$ cat config.mk
export PLATFORM = sky130hd
export DESIGN_NAME = mlpq_lvl_ctrl
export DESIGN_NICKNAME = d
export VERILOG_FILES = /design/src/hw/rtl/mlpq_pkg.sv /design/src/hw/rtl/mlpq_lvl_ctrl.sv
export SDC_FILE = /design/constraint.sdc
export NUM_CORES = 1
export LEC_CHECK = 0
export BUFFER_PORTS_ARGS = -buffer_cell sky130_fd_sc_hd__buf_2
export CORE_MARGIN = 1.5
export CORE_UTILIZATION = 45
export DETAILED_ROUTE_END_ITERATION = 8
export SLEW_MARGIN = 20
export SYNTH_ARGS = -nofsm -noshare
export SYNTH_HDL_FRONTEND = slang
export SYNTH_SLANG_ARGS = --single-unit
$ cat constraint.sdc
create_clock -name aclk -period 5.5 [get_ports aclk]
set_input_delay 1.1 -clock aclk [delete_from_list [all_inputs] [get_ports aclk]]
set_output_delay 1.1 -clock aclk [all_outputs]
set_load 0.05 [all_outputs]
$ cat src/hw/rtl/mlpq_pkg.sv
`default_nettype none
package mlpq_pkg;

    localparam int LEVELS          = 16;
    localparam int PER_LEVEL_DEPTH = 16;

    localparam int LVL_W    = $clog2(LEVELS);
    localparam int IDX_W    = $clog2(PER_LEVEL_DEPTH);
    localparam int CNT_W    = $clog2(PER_LEVEL_DEPTH + 1);
    localparam int MEM_DEPTH = LEVELS * PER_LEVEL_DEPTH;
    localparam int ADDR_W   = $clog2(MEM_DEPTH);

    localparam int OP_W      = 2;
    localparam int PRI_W     = 4;
    localparam int HANDLE_W  = 16;

    localparam logic [OP_W-1:0] OP_ENQ  = 2'd0;
    localparam logic [OP_W-1:0] OP_DEQ  = 2'd1;
    localparam logic [OP_W-1:0] OP_PEEK = 2'd2;
    localparam logic [OP_W-1:0] OP_NOP  = 2'd3;

    // per-operation control from the level bookkeeping to the datapath
    typedef struct packed {
        logic              wr_en;
        logic [ADDR_W-1:0] wr_addr;
        logic [ADDR_W-1:0] rd_addr;
        logic              found;
        logic [PRI_W-1:0]  level;
        logic              is_empty;
        logic              dropped;
    } ctl_t;

endpackage
`default_nettype wire

$ cat src/hw/rtl/mlpq_lvl_ctrl.sv
`default_nettype none
module mlpq_lvl_ctrl
    import mlpq_pkg::*;
(
    input  wire logic             aclk,
    input  wire logic             aresetn,
    input  wire logic             step,
    input  wire logic [OP_W-1:0]  op,
    input  wire logic [PRI_W-1:0] pri,
    output ctl_t                  ctl
);

    logic [IDX_W-1:0] head_reg [LEVELS];
    logic [IDX_W-1:0] head_next [LEVELS];
    logic [IDX_W-1:0] tail_reg [LEVELS];
    logic [IDX_W-1:0] tail_next [LEVELS];
    logic [CNT_W-1:0] cnt_reg [LEVELS];
    logic [CNT_W-1:0] cnt_next [LEVELS];

    logic [LEVELS-1:0] nonempty;
    logic [LEVELS-1:0] nonempty_next;
    logic [LEVELS-1:0] full;
    logic [LVL_W-1:0]  pri_idx;
    logic              pri_ok;
    logic [LVL_W-1:0]  lv;
    logic              any;
    logic              enq_ok;
    logic              deq_ok;
    logic [IDX_W-1:0]  hd;
    logic [IDX_W-1:0]  tl;

    function automatic logic [IDX_W-1:0] next_pos(input logic [IDX_W-1:0] p);
        next_pos = (p == IDX_W'(PER_LEVEL_DEPTH - 1)) ? '0 : p + 1'b1;
    endfunction

    always_comb begin
        for (int i = 0; i < LEVELS; i++) begin
            nonempty[i] = (cnt_reg[i] != '0);
            full[i]     = (cnt_reg[i] == CNT_W'(PER_LEVEL_DEPTH));
        end
    end

    // priority encoder, lowest level wins
    always_comb begin
        lv = '0;
        for (int i = LEVELS - 1; i >= 0; i--) begin
            if (nonempty[i]) begin
                lv = LVL_W'(i);
            end
        end
        any = |nonempty;
    end

    assign pri_ok  = (32'(pri) < LEVELS);
    assign pri_idx = LVL_W'(pri);
    assign hd      = head_reg[lv];
    assign tl      = tail_reg[pri_idx];
    assign enq_ok  = (op == OP_ENQ) && pri_ok && !full[pri_idx];
    assign deq_ok  = (op == OP_DEQ) && any;

    always_comb begin
        for (int i = 0; i < LEVELS; i++) begin
            head_next[i] = head_reg[i];
            tail_next[i] = tail_reg[i];
            cnt_next[i]  = cnt_reg[i];
            if (step && enq_ok && (pri_idx == LVL_W'(i))) begin
                tail_next[i] = next_pos(tail_reg[i]);
                cnt_next[i]  = cnt_next[i] + 1'b1;
            end
            if (step && deq_ok && (lv == LVL_W'(i))) begin
                head_next[i] = next_pos(head_reg[i]);
                cnt_next[i]  = cnt_next[i] - 1'b1;
            end
            nonempty_next[i] = (cnt_next[i] != '0);
        end
    end

    always_comb begin
        ctl.wr_en    = step && enq_ok;
        ctl.wr_addr  = ADDR_W'(int'(pri_idx) * PER_LEVEL_DEPTH + int'(tl));
        ctl.rd_addr  = ADDR_W'(int'(lv) * PER_LEVEL_DEPTH + int'(hd));
        ctl.found    = ((op == OP_DEQ) || (op == OP_PEEK)) && any;
        ctl.level    = ctl.found ? PRI_W'(lv) : '0;
        ctl.is_empty = (nonempty_next == '0);
        ctl.dropped  = (op == OP_ENQ) && !enq_ok;
    end

    always_ff @(posedge aclk) begin
        if (!aresetn) begin
            for (int i = 0; i < LEVELS; i++) begin
                head_reg[i] <= '0;
                tail_reg[i] <= '0;
                cnt_reg[i]  <= '0;
            end
        end else begin
            head_reg <= head_next;
            tail_reg <= tail_next;
            cnt_reg  <= cnt_next;
        end
    end

endmodule
`default_nettype wire

Yosys cells after proc, flatten, opt, wreduce, memory -nomap -nowiden
Index checks and enable logic that the tools add are counted.
{ "word_totals": {"regBits": 208, "in_bits": 9, "out_inout_bits": 24, "elab_cells": 366} }
{ "op_classes": {"add_sub_neg": 66, "magnitude_cmp": 3, "eq_ne": 80, "n_mux": 89, "bitwise": 2, "n_reduce_logical": 78} }
{ "ops": {"columns": ["operator", "n"], "rows": [
  ["$mux W4", 53],
  ["$eq A4 B4 Y1 const B", 48],
  ["$mux W5", 32],
  ["$reduce_bool A5 Y1", 32],
  ["$add A4 B1 Y4 const B", 32],
  ["$add A5 B1 Y5 const B", 16],
  ["$eq A5 B5 Y1 const B", 16],
  ["$sub A5 B1 Y5 const B", 16],
  ["$logic_and A1 B1 Y1", 38],
  ["$bmux W4 S4", 2],
  ["$eq A4 B3 Y1 const B", 8],
  ["$add A8 B4 Y8", 2],
  ["$eq A4 B2 Y1 const B", 4],
  ["$logic_not A16 Y1", 1],
  ["$reduce_or A16 Y1", 1],
  ["$ge A5 B5 Y1 const B", 2],
  ["$not A4 Y5", 2],
  ["$eq A4 B1 Y1 const B", 2],
  ["$logic_not A4 Y1", 2],
  ["$lt A4 B5 Y1 const B", 1],
  ["$bmux W1 S4", 1],
  ["$eq A2 B1 Y1 const B", 1],
  ["$eq A2 B2 Y1 const B", 1],
  ["$logic_not A1 Y1", 2],
  ["3 further kinds", 3]
]} }

Longest topological paths before layout
Gate-level depths: netlist of run 1.
{ "logic_depth": {"word_depth": 22, "mapped_depth": 18, "mapped_depth_nobuf": 17} }

Least setup slack after synthesis of run 1
OpenSTA, ideal clock, no wires.
{ "synth_timing": {"kind": "input-to-output", "startpoint": "in pri[1]", "endpoint": "out ctl[1] (netlist bit)", "arrival_time_ns": 5.301, "required_ns": 4.400, "setup_slack_ns": -0.901, "path_stages": 15, "n_path_buf": 2, "cell_sequence": "buf_2 -> and2_1 -> nand4_1 -> nand4_1 -> nor3_1 -> clkbuf_1 -> mux2i_1 -> ha_1 -> nand2_1 -> nor3_2 -> mux2i_1 -> xor2_1 -> or4_1 -> or4_1 -> nor4_2"} }
{ "synth_rtl": {"columns": ["element", "line_no", "source"], "rows": [
  ["from (decl)", "mlpq_lvl_ctrl.sv:9", "input wire logic [PRI_W-1:0] pri,"],
  ["to (decl)", "mlpq_lvl_ctrl.sv:10", "output ctl_t ctl"]
]} }

==> flow_summary.yaml, run 1 <==
status:
  status: "finished, violations left"
  violations: "negative setup slack"
drt:
  wl_per_cell_um: 17.3
  drc: 0
  via_per_inst: 5.60
  ant_nets: 0
  drt_wl_total_um: 43600
  drt_iter0_drc: 972
  vias: 14100
  dr.pass1.iters: 7
global_routing:
  grt_pass1_wl_um: 71000
  overflow: 0
  grt_max_degree: 97
  use_met1_pct: 36.2
  use_met2_pct: 44.6
  grt_util_all_layers_pct: 26.8
  grt_pass1_vias: 13500
  top_usage_layer: "met2"
  antenna_found_initial: 0
  use_met3_pct: 2.98
setup_path:
  slowest_stage: "or4_4"
  reg2reg_from: "cnt_reg[36]"
  r2r_cells: 17
  worstSetupEndpointType: "primary output"
  path_buf_inv: 5
  crit_family: "simple AND/OR/NAND/NOR gates"
  critPathLaunchType: "flip-flop"
  cp.arrival_ns: 4.84
  criticalPathCategory: "flip-flop to primary output"
  timing.rr.end: "cnt_reg[73]"
  max_stage_delay_ns: 0.56
  cp_num_cells: 17
  required_ns: 4.40
  crit_chain: "inv_2 > ha_4 > or4b_4 > buf_4 > a21oi_2 > o2111ai_1 > o21a_1 > buf_12 > nor3_4 > buf_4 > a311oi_1 > a41oi_1 > xnor2_2 > or4_4 > or4_4 > nor4_4 > buf_6"
  r2r_setup_slack_ns: 1.88
  crit_start: "cnt_reg[36]"
  crit_end: "ctl[1]"
  worstPathMaxFanout: 6
sta:
  finClkSkew_ns: 0.0181
  slew_violations: 0
  tightest_slew_ns: 1.09
  clock.fmax_mhz: 168
  final_hold_viol_count: 0
  timing.final.crit_period_ns: 5.94
  period_share_pct: 108
  tns_ns: -0.437
  slew-limit-headroom_pct: 27.2
  setup_ws_ns: -0.437
  grt_setup_unrepaired: "yes"
  setup-violations-final: 1
clock_tree:
  numCtsBuffers: 26
  cts_sinks: 208
  clock-root-buffer: "clkbuf_16"
  htree_levels: 1
  path_clk_slew_ns: 0.06
  clk-insertion-delay-late_ns: 0.54
  cts_buffer_depth: 3
  tritoncts: "yes"
floorplan:
  dieHeight_um: 181
  start_util_pct: 46.2
  num_rows: 64
  fp.dieArea_um2: 32700
  ios: 33
  die_w_um: 181
  core-area_um2: 30800
cells_and_area:
  area_delta_synth_final_pct: 30.2
  fillers: 2797
  drive_above_1_share_pct: 26.4
  largest_reg_flops: 80
  nets: 2198
  diodes: 0
  utilization_pct: 60.1
  final_area_um2: 18500
logic_synthesis:
  syn_inst: 1764
  ys.flop_type: "dfxtp_1"
  synth_edf_count: 0
  syn_area_per_cell_um2: 8.07
  synth_warnings: 0
  synthTopCellsByArea: "dfxtp_1 29%, ha_1 7.2%, nand2_1 7.2%, xnor2_1 4.5%, xor2_1 4.4%"
  syn_area_um2: 14200
  yosysTopAreaCellShare_pct: 29.2
  synth_cell_type_count: 89
  ys_seq_area_share_pct: 29.2
  synth_nets: 1855
  postSynth.asyncResetShare_pct: 0
  synth_seq_cells: 208
  synth_top_area_cell: "dfxtp_1"
placement:
  dp_hpwl_um: 33400
  place_area_um2: 17200
  place.gp.congestion: 0.907
  place_ws_ns: -0.566
  io_buffer_count: 32
min_path:
  holdCritStartpoint: "head_reg[59]"
  hold_path.class: "flip-flop to flip-flop"
power_and_ir_drop:
  p_comb_share_pct: 16.0
  p_leak_nw: 7.57
  power_frac_seq_pct: 38.9
  internal_power_w: 0.00281
  peakVddDrop_mv: 0.203
  swShare_pct: 28.1
  clkPwrFrac_pct: 45.1
  total_power_w: 0.00391
  p_switching_w: 0.00110
  cellPowerDensity_nw_per_um2: 211
run:
  max-cap-violations: 0
[synth_stat cells (28+ instances only)]
library cell,number
and3_1,28
inv_1,47
dfxtp_1,208
xor2_1,71
a21oi_1,122
nor3_1,39
or3_1,37
o21ai_0,49
nand3_1,100
nand2_1,272
a31oi_1,30
xnor2_1,73
nand4_1,38
clkbuf_1,46
ha_1,82
and2_1,49
nor2_1,158
mux2i_1,53
[how the worst min path moves through the flow]
stage,end,cells after the start
after CTS,head_reg[27],2
final,head_reg[59],2
after floorplan,tail_reg[39],2
after global placement,tail_reg[19],2
after global routing,head_reg[11],2
after detailed placement,head_reg[27],2
[kinds of logic after synthesis]
logic type      share of synthesized area, %
compound gates                          12.4
buf+inv                                 3.75
xor+xnor                                8.97
fa+ha+maj                               7.21
simple gates                            31.4
mux                                     7.05
flops                                   29.2
[area by class of cell]
class / count / area [um2] / share of cell area (%)
clock buffer: 40 / 815 / 4.39
clock inverter: 8 / 77.6 / 0.418
inverter: 49 / 189 / 1.02
multi-input combinational: 1432 / 9820 / 53.0
sequential: 208 / 4170 / 22.5
tap: 396 / 495 / 2.67
timing repair buffer: 390 / 2970 / 16.0
[timing repair]
item | in CTS | in global routing
setup buffers | 23 | 4
endpoints found under the setup margin | 1 | 1
resized for setup | 52 | 22
gates cloned | 0 | 0
pin swaps | 22 | 12
hold buffers | 0 | 0
[cells in the final DEF (no fill, tap or decap), types with 43 or more instances in the layout]
| cell | count |
|---|---|
| dfxtp_1 | 206 |
| inv_1 | 43 |
| o21ai_0 | 47 |
| a21oi_1 | 119 |
| nand3_1 | 100 |
| ha_1 | 74 |
| nor2_1 | 156 |
| nand2_1 | 271 |
| mux2i_1 | 50 |
| xor2_1 | 71 |
| and2_1 | 48 |
| xnor2_1 | 71 |
| buf_4 | 345 |
[layer usage]
metal	vias up	share of wire, %
li1	7006	-
met2	335	46
met3	76	5.2
met1	6708	46
met4	0	3.3
met5	-	0
[stage by stage]
step | instances | hold WS (ns)
floorplan | 1764 | 0.468
finish | 2523 | 0.504
global placement | 2449 | 0.486
global route | 2523 | 0.529
detailed placement | 2449 | 0.492
CTS | 2519 | 0.503
[worst register-to-register path, cell delays in order, from the launching register on]
cell and delay (ns):
dfxtp_2 0.32, inv_2 0.06, ha_4 0.14, or4b_4 0.49
buf_4 0.16, a21oi_2 0.14, o2111ai_1 0.15, o21a_1 0.23
buf_12 0.15, inv_2 0.07, buf_12 0.17, nand2_1 0.10
buf_4 0.18, nor3_1 0.21, xnor2_1 0.14, a31oi_1 0.13
xnor2_1 0.51, and2_1 0.20
[power groups by stage]
| stage | Sequential [W] | Combinational [W] | Clock [W] |
|---|---|---|---|
| final | 0.00152 | 0.000623 | 0.00176 |
| after global routing | 0.00152 | 0.000664 | 0.00186 |
| after CTS | 0.00152 | 0.000611 | 0.00180 |
| after detailed placement | 0.00155 | 0.000571 | 0 |
| after global placement | 0.00155 | 0.000566 | 0 |
| after floorplan | 0.00155 | 0.000350 | 0 |
(Power assumes the default switching activity.)
==> inputs of run 2 (changes only) <==
==> constraint.sdc (replaced) <==
create_clock -name aclk -period 5.5 [get_ports aclk]
set_input_delay 0.275 -clock aclk [delete_from_list [all_inputs] [get_ports aclk]]
set_output_delay 0.275 -clock aclk [all_outputs]
set_load 0.05 [all_outputs]
==> run 2 against run 1 <==
Effect of this change: the run now ends clean; setup slack better by 0.59 ns; critical path depth down 1; power down 5.3%; combinational power down 7.9%; critical path type unchanged; clock skew up 0.013 ns; flip-flop and latch count unchanged; largest power group unchanged; register-to-register slack better by 0.09 ns; non-clock buffer count down 256.
==> flow_summary.yaml, run 2 (synthesis gave the netlist of run 1 again) <==
global_routing:
  antenna_found_initial: 2
  grt_util_all_layers_pct: 25.2
  grt_max_degree: 85
  grt_pass1_wl_um: 66200
  overflow: 0
  grt_pass1_vias: 12300
floorplan:
  die_w_um: 181
  core-area_um2: 30800
  num_rows: 64
  start_util_pct: 46.2
  dieHeight_um: 181
  fp.dieArea_um2: 32700
  ios: 33
placement:
  place_ws_ns: -0.0419
  place.gp.congestion: 0.977
  dp_hpwl_um: 30900
  io_buffer_count: 32
  place_area_um2: 15100
  place_inst: 2189
drt:
  wl_met3_um: 2720
  vias: 13300
  drc: 0
  drt_iter0_drc: 1136
  dr.pass1.iters: 5
  wl_per_cell_um: 18.5
  wl_met1_um: 18700
  highest_layer: "met4"
  route.met2.wl_um: 18700
  via_per_inst: 5.89
  drt_wl_total_um: 41800
  ant_nets: 0
power_and_ir_drop:
  p_leak_nw: 6.35
  peakVddDrop_mv: 0.194
  cellPowerDensity_nw_per_um2: 224
min_path:
  hold_path.class: "input port to flip-flop"
cells_and_area:
  ff_latch_area_um2: 4170
  layout_common_cells: "270 x nand2_1, 205 x dfxtp_1, 155 x nor2_1, 118 x a21oi_1, 98 x nand3_1"
  layout_commonest_cell: "nand2_1"
  layout.cells.non_filler: 2264
  final_area_um2: 16500
  largest_reg_flops: 80
  nets: 1941
  fillers: 2852
  area_delta_synth_final_pct: 16.1
  drive_above_1_share_pct: 15.7
  multiInputGateArea_um2: 9940
setup_path:
  required_ns: 5.22
  critPathLaunchType: "flip-flop"
  criticalPathCategory: "flip-flop to primary output"
  cp.arrival_ns: 5.07
  worstPathMaxFanout: 7
  worstSetupEndpointType: "primary output"
sta:
  period_share_pct: 97.2
  clock.fmax_mhz: 187
  finClkSkew_ns: 0.0308
  timing.final.crit_period_ns: 5.34
  hold_slack_ns: 0.335
  slew-limit-headroom_pct: 39.0
  tns_ns: 0
  setup_ws_ns: 0.155
  setup-violations-final: 0
  final_hold_viol_count: 0
  tightest_slew_ns: 0.915
  slew_violations: 0
clock_tree:
  tritoncts: "yes"
  htree_levels: 1
  path_clk_slew_ns: 0.06
  clk-insertion-delay-late_ns: 0.55
  cts_buffer_depth: 3
  clock-root-buffer: "clkbuf_16"
  numCtsBuffers: 25
  cts_sinks: 208
status:
  status: "complete, no violations"
run:
  max-cap-violations: 0
run 2: changes by cell type in the layout (fill, tap and decap cells not counted), sizes merged:
cell / delta
clkinv: +3
clkbuf: -3
diode: +1
buf: -256
inv: +1
clkinvlp: -5
run 2: through the flow:
step | power (W) | utilization [%]
floorplan | 0.00190 | -
CTS | 0.00368 | 52.5
global placement | 0.00205 | 49.0
finish | 0.00370 | 53.6
detailed placement | 0.00205 | 49.0
global route | 0.00383 | 53.6
run 2: worst paths after layout:
check,slack [ns],cells past startpoint,startpoint,end
max,0.16,16,cnt_reg[15],ctl[1]
min,0.34,5,step,head_reg[52]
max reg2reg,1.97,15,cnt_reg[75],cnt_reg[9]
min reg2reg,0.50,2,head_reg[39],head_reg[39]
run 2: power breakdown:
part | switching, W | leakage, nW | internal [W]
registers | 0.0000123 | 1.68 | 0.00151
logic | 0.000384 | 4.29 | 0.000190
clock network | 0.000675 | 0.378 | 0.000923
total | 0.00107 | 6.35 | 0.00263
run 2: critical path: stages, from the launching register on:
cell and delay, ns:
dfxtp_1 0.37, inv_1 0.12, ha_1 0.23, or4b_4 0.53
nor4b_2 0.37, buf_4 0.20, nand2b_2 0.19, nand2b_4 0.21
nor3_4 0.06, or3_1 0.32, a31oi_2 0.22, nand3_1 0.13
or4_1 0.42, or4_4 0.51, nor4_4 0.34, buf_4 0.17
buf_6 0.14
run 2: final cells by class:
class / count / area share, %
multi-input cells: 1432 / 60.1
flip-flops and latches: 208 / 25.2
repair buffers: 134 / 5.90
clock buffers: 37 / 4.24
well taps: 396 / 3.00
inverters: 49 / 1.16
clock inverters: 7 / 0.386
diodes: 1 / 0.0151
run 2: routing by layer:
metal  track usage, %  vias up
met5                0        -
met4             9.68        0
met3             3.63       85
met2             40.5      371
met1             34.2     6367
li1                 -     6504
run 2: what timing repair did:
action,4_1_cts,5_1_grt
hold buffers,0,0
buffers inserted,13,17
setup endpoints to repair,1,1
resized for setup,34,53
pin swaps,11,16
==> inputs of run 3 (changes only) <==
--- a/config.mk
+++ b/config.mk
@@ -9,6 +9,8 @@
 export CORE_MARGIN = 1.5
 export CORE_UTILIZATION = 45
 export DETAILED_ROUTE_END_ITERATION = 8
+export GPL_TIMING_DRIVEN = 0
+export MAX_ROUTING_LAYER = met4
 export SLEW_MARGIN = 20
 export SYNTH_ARGS = -nofsm -noshare
 export SYNTH_HDL_FRONTEND = slang
==> constraint.sdc (replaced) <==
create_clock -name aclk -period 5.5 [get_ports aclk]
set_input_delay 0.55 -clock aclk [delete_from_list [all_inputs] [get_ports aclk]]
set_output_delay 0.55 -clock aclk [all_outputs]
set_load 0.05 [all_outputs]
==> run 3 against run 2 <==
Effect of this change: the run now ends with negative setup slack left; largest cell class unchanged; first-iteration DRC count down 13%; die area unchanged; global-route usage up 2.9 points.
==> flow_summary.yaml, run 3 (synthesis gave the netlist of run 1 again) <==
drt:
  dr.pass1.iters: 5
  wl_per_cell_um: 19.9
  drc: 0
  ant_nets: 0
  vias: 13700
  via_per_inst: 5.92
  drt_wl_total_um: 45900
  drt_iter0_drc: 988
floorplan:
  fp.dieArea_um2: 32700
  die_w_um: 181
  dieHeight_um: 181
  start_util_pct: 46.2
  num_rows: 64
  ios: 33
  core-area_um2: 30800
status:
  status: "finished, violations left"
  violations: "negative setup slack"
power_and_ir_drop:
  swShare_pct: 28.5
  clkPwrFrac_pct: 48.0
  p_leak_nw: 6.65
  p_comb_share_pct: 15.3
  power_frac_seq_pct: 36.7
  peakVddDrop_mv: 0.209
  internal_power_w: 0.00296
  cellPowerDensity_nw_per_um2: 240
  p_switching_w: 0.00118
placement:
  place_ws_ns: -0.976
  dp_hpwl_um: 33700
  place_area_um2: 14900
  place.gp.congestion: 0.976
  io_buffer_count: 29
cells_and_area:
  layout_common_cells: "266 x nand2_1, 193 x dfxtp_1, 152 x nor2_1, 118 x a21oi_1, 96 x nand3_1"
  utilization_pct: 56.0
  drive_above_1_share_pct: 19.2
  diodes: 0
  area_delta_synth_final_pct: 21.2
  layout_commonest_cell: "nand2_1"
  final_area_um2: 17300
  nets: 1987
  largest_reg_flops: 80
setup_path:
  cp.arrival_ns: 5.08
  required_ns: 4.95
  reg2reg_from: "cnt_reg[35]"
  crit_chain: "inv_2 > ha_4 > or4b_4 > o211ai_4 > a2111oi_4 > nor2_4 > clkinv_4 > nor3_4 > buf_6 > buf_6 > nand2_4 > o221ai_2 > nand3_2 > or4_1 > or4_4 > nor4_4 > buf_6"
  r2r_cells: 13
  slowest_stage: "or4_4"
  criticalPathCategory: "flip-flop to primary output"
  timing.rr.end: "head_reg[59]"
  r2r_setup_slack_ns: 1.87
  crit_family: "simple AND/OR/NAND/NOR gates"
  worstSetupEndpointType: "primary output"
  crit_start: "cnt_reg[5]"
  path_buf_inv: 5
  worstPathMaxFanout: 7
  cp_common_cell: "buf_6"
  max_stage_delay_ns: 0.54
  critPathLaunchType: "flip-flop"
global_routing:
  overflow: 0
  grt_pass1_vias: 12300
  antenna_found_initial: 2
  grt_max_degree: 14
  grt_pass1_wl_um: 69800
  grt_util_all_layers_pct: 28.1
sta:
  slew_violations: 0
  finClkSkew_ns: 0.00880
  final_hold_viol_count: 0
  grt_setup_unrepaired: "yes"
  period_share_pct: 102
  tightest_slew_ns: 1.02
  tns_ns: -0.127
  timing.final.crit_period_ns: 5.63
  slew-limit-headroom_pct: 31.8
  clock.fmax_mhz: 178
  setup_ws_ns: -0.127
  setup-violations-final: 1
clock_tree:
  htree_levels: 1
  tritoncts: "yes"
  cts_buffer_depth: 3
  clock-root-buffer: "clkbuf_16"
  cts_sinks: 208
  clk-insertion-delay-late_ns: 0.55
  numCtsBuffers: 27
  path_clk_slew_ns: 0.06
run:
  max-cap-violations: 0
min_path:
  whs_endpoint: "cnt_reg[6]"
  worstHoldPathCells: 2
  hold_path.class: "input port to flip-flop"
  holdCritStartpoint: "aresetn"
run 3: changes by cell type in the layout (fill, tap and decap cells not counted), sizes merged:
cell	before	now
buf	134	137
clkbuf	37	76
bufinv	1	6
diode	1	0
inv	50	49
clkinvlp	0	3
clkinv	5	6
run 3: how the worst max path moves through the flow:
stage	to	slack (ns)	cells past startpoint
final	ctl[1]	-0.13	17
after global routing	ctl[1]	-0.21	15
after global placement	ctl[1]	-0.91	17
after CTS	ctl[1]	-0.06	15
after detailed placement	ctl[1]	-0.98	17
after floorplan	ctl[1]	0.20	15
run 3: per-layer routing:
layer | wire length (um) | share of wire (%) | track usage [%] | up-vias
met3 | 3610 | 7.8 | 5.58 | 100
met4 | 1750 | 3.8 | 10.7 | 0
met5 | 0 | 0 | - | -
met1 | 20400 | 44 | 37.4 | 6578
met2 | 20200 | 44 | 42.0 | 409
li1 | - | - | - | 6603
run 3: worst register-to-register path: stages, from the launching register on:
cell and delay, ns:
dfxtp_4 0.34, inv_2 0.07, ha_4 0.12, or4b_4 0.48, buf_4 0.18, a21oi_2 0.18
o2111ai_2 0.19, o21a_4 0.29, buf_4 0.14, clkbuf_1 0.30, nor3_1 0.64, nand2_1 0.14
or3_1 0.36, a21oi_1 0.13
run 3: metrics by stage:
step / power [W] / hold slack [ns] / instances
detailed placement: 0.00206 / 0.496 / 2189
global placement: 0.00206 / 0.488 / 2189
finish: 0.00414 / 0.430 / 2313
floorplan: 0.00190 / 0.468 / 1764
CTS: 0.00411 / 0.416 / 2275
global route: 0.00427 / 0.423 / 2313
run 3: layout make-up:
cell class / count / area (um2)
fillers: 2781 / 13600
multi-input cells: 1432 / 10200
flip-flops and latches: 208 / 4200
repair buffers: 108 / 761
clock buffers: 35 / 756
well taps: 396 / 495
plain buffers: 70 / 378
clock inverters: 15 / 236
inverters: 49 / 204
run 3: repair_timing:
action                     in CTS  in global routing
gates resized for setup        96                103
pin swaps                      25                 31
buffers inserted               39                 40
hold buffers                    0                  0
setup endpoints to repair       1                  1
run 3: power by group through the flow:
stage | combinational [W] | clock [W] | sequential [W]
6_report | 0.000633 | 0.00199 | 0.00152
5_1_grt | 0.000668 | 0.00208 | 0.00152
4_1_cts | 0.000572 | 0.00201 | 0.00152
3_5_place_dp | 0.000506 | 0 | 0.00156
3_3_place_gp | 0.000502 | 0 | 0.00156
2_1_floorplan | 0.000345 | 0 | 0.00155
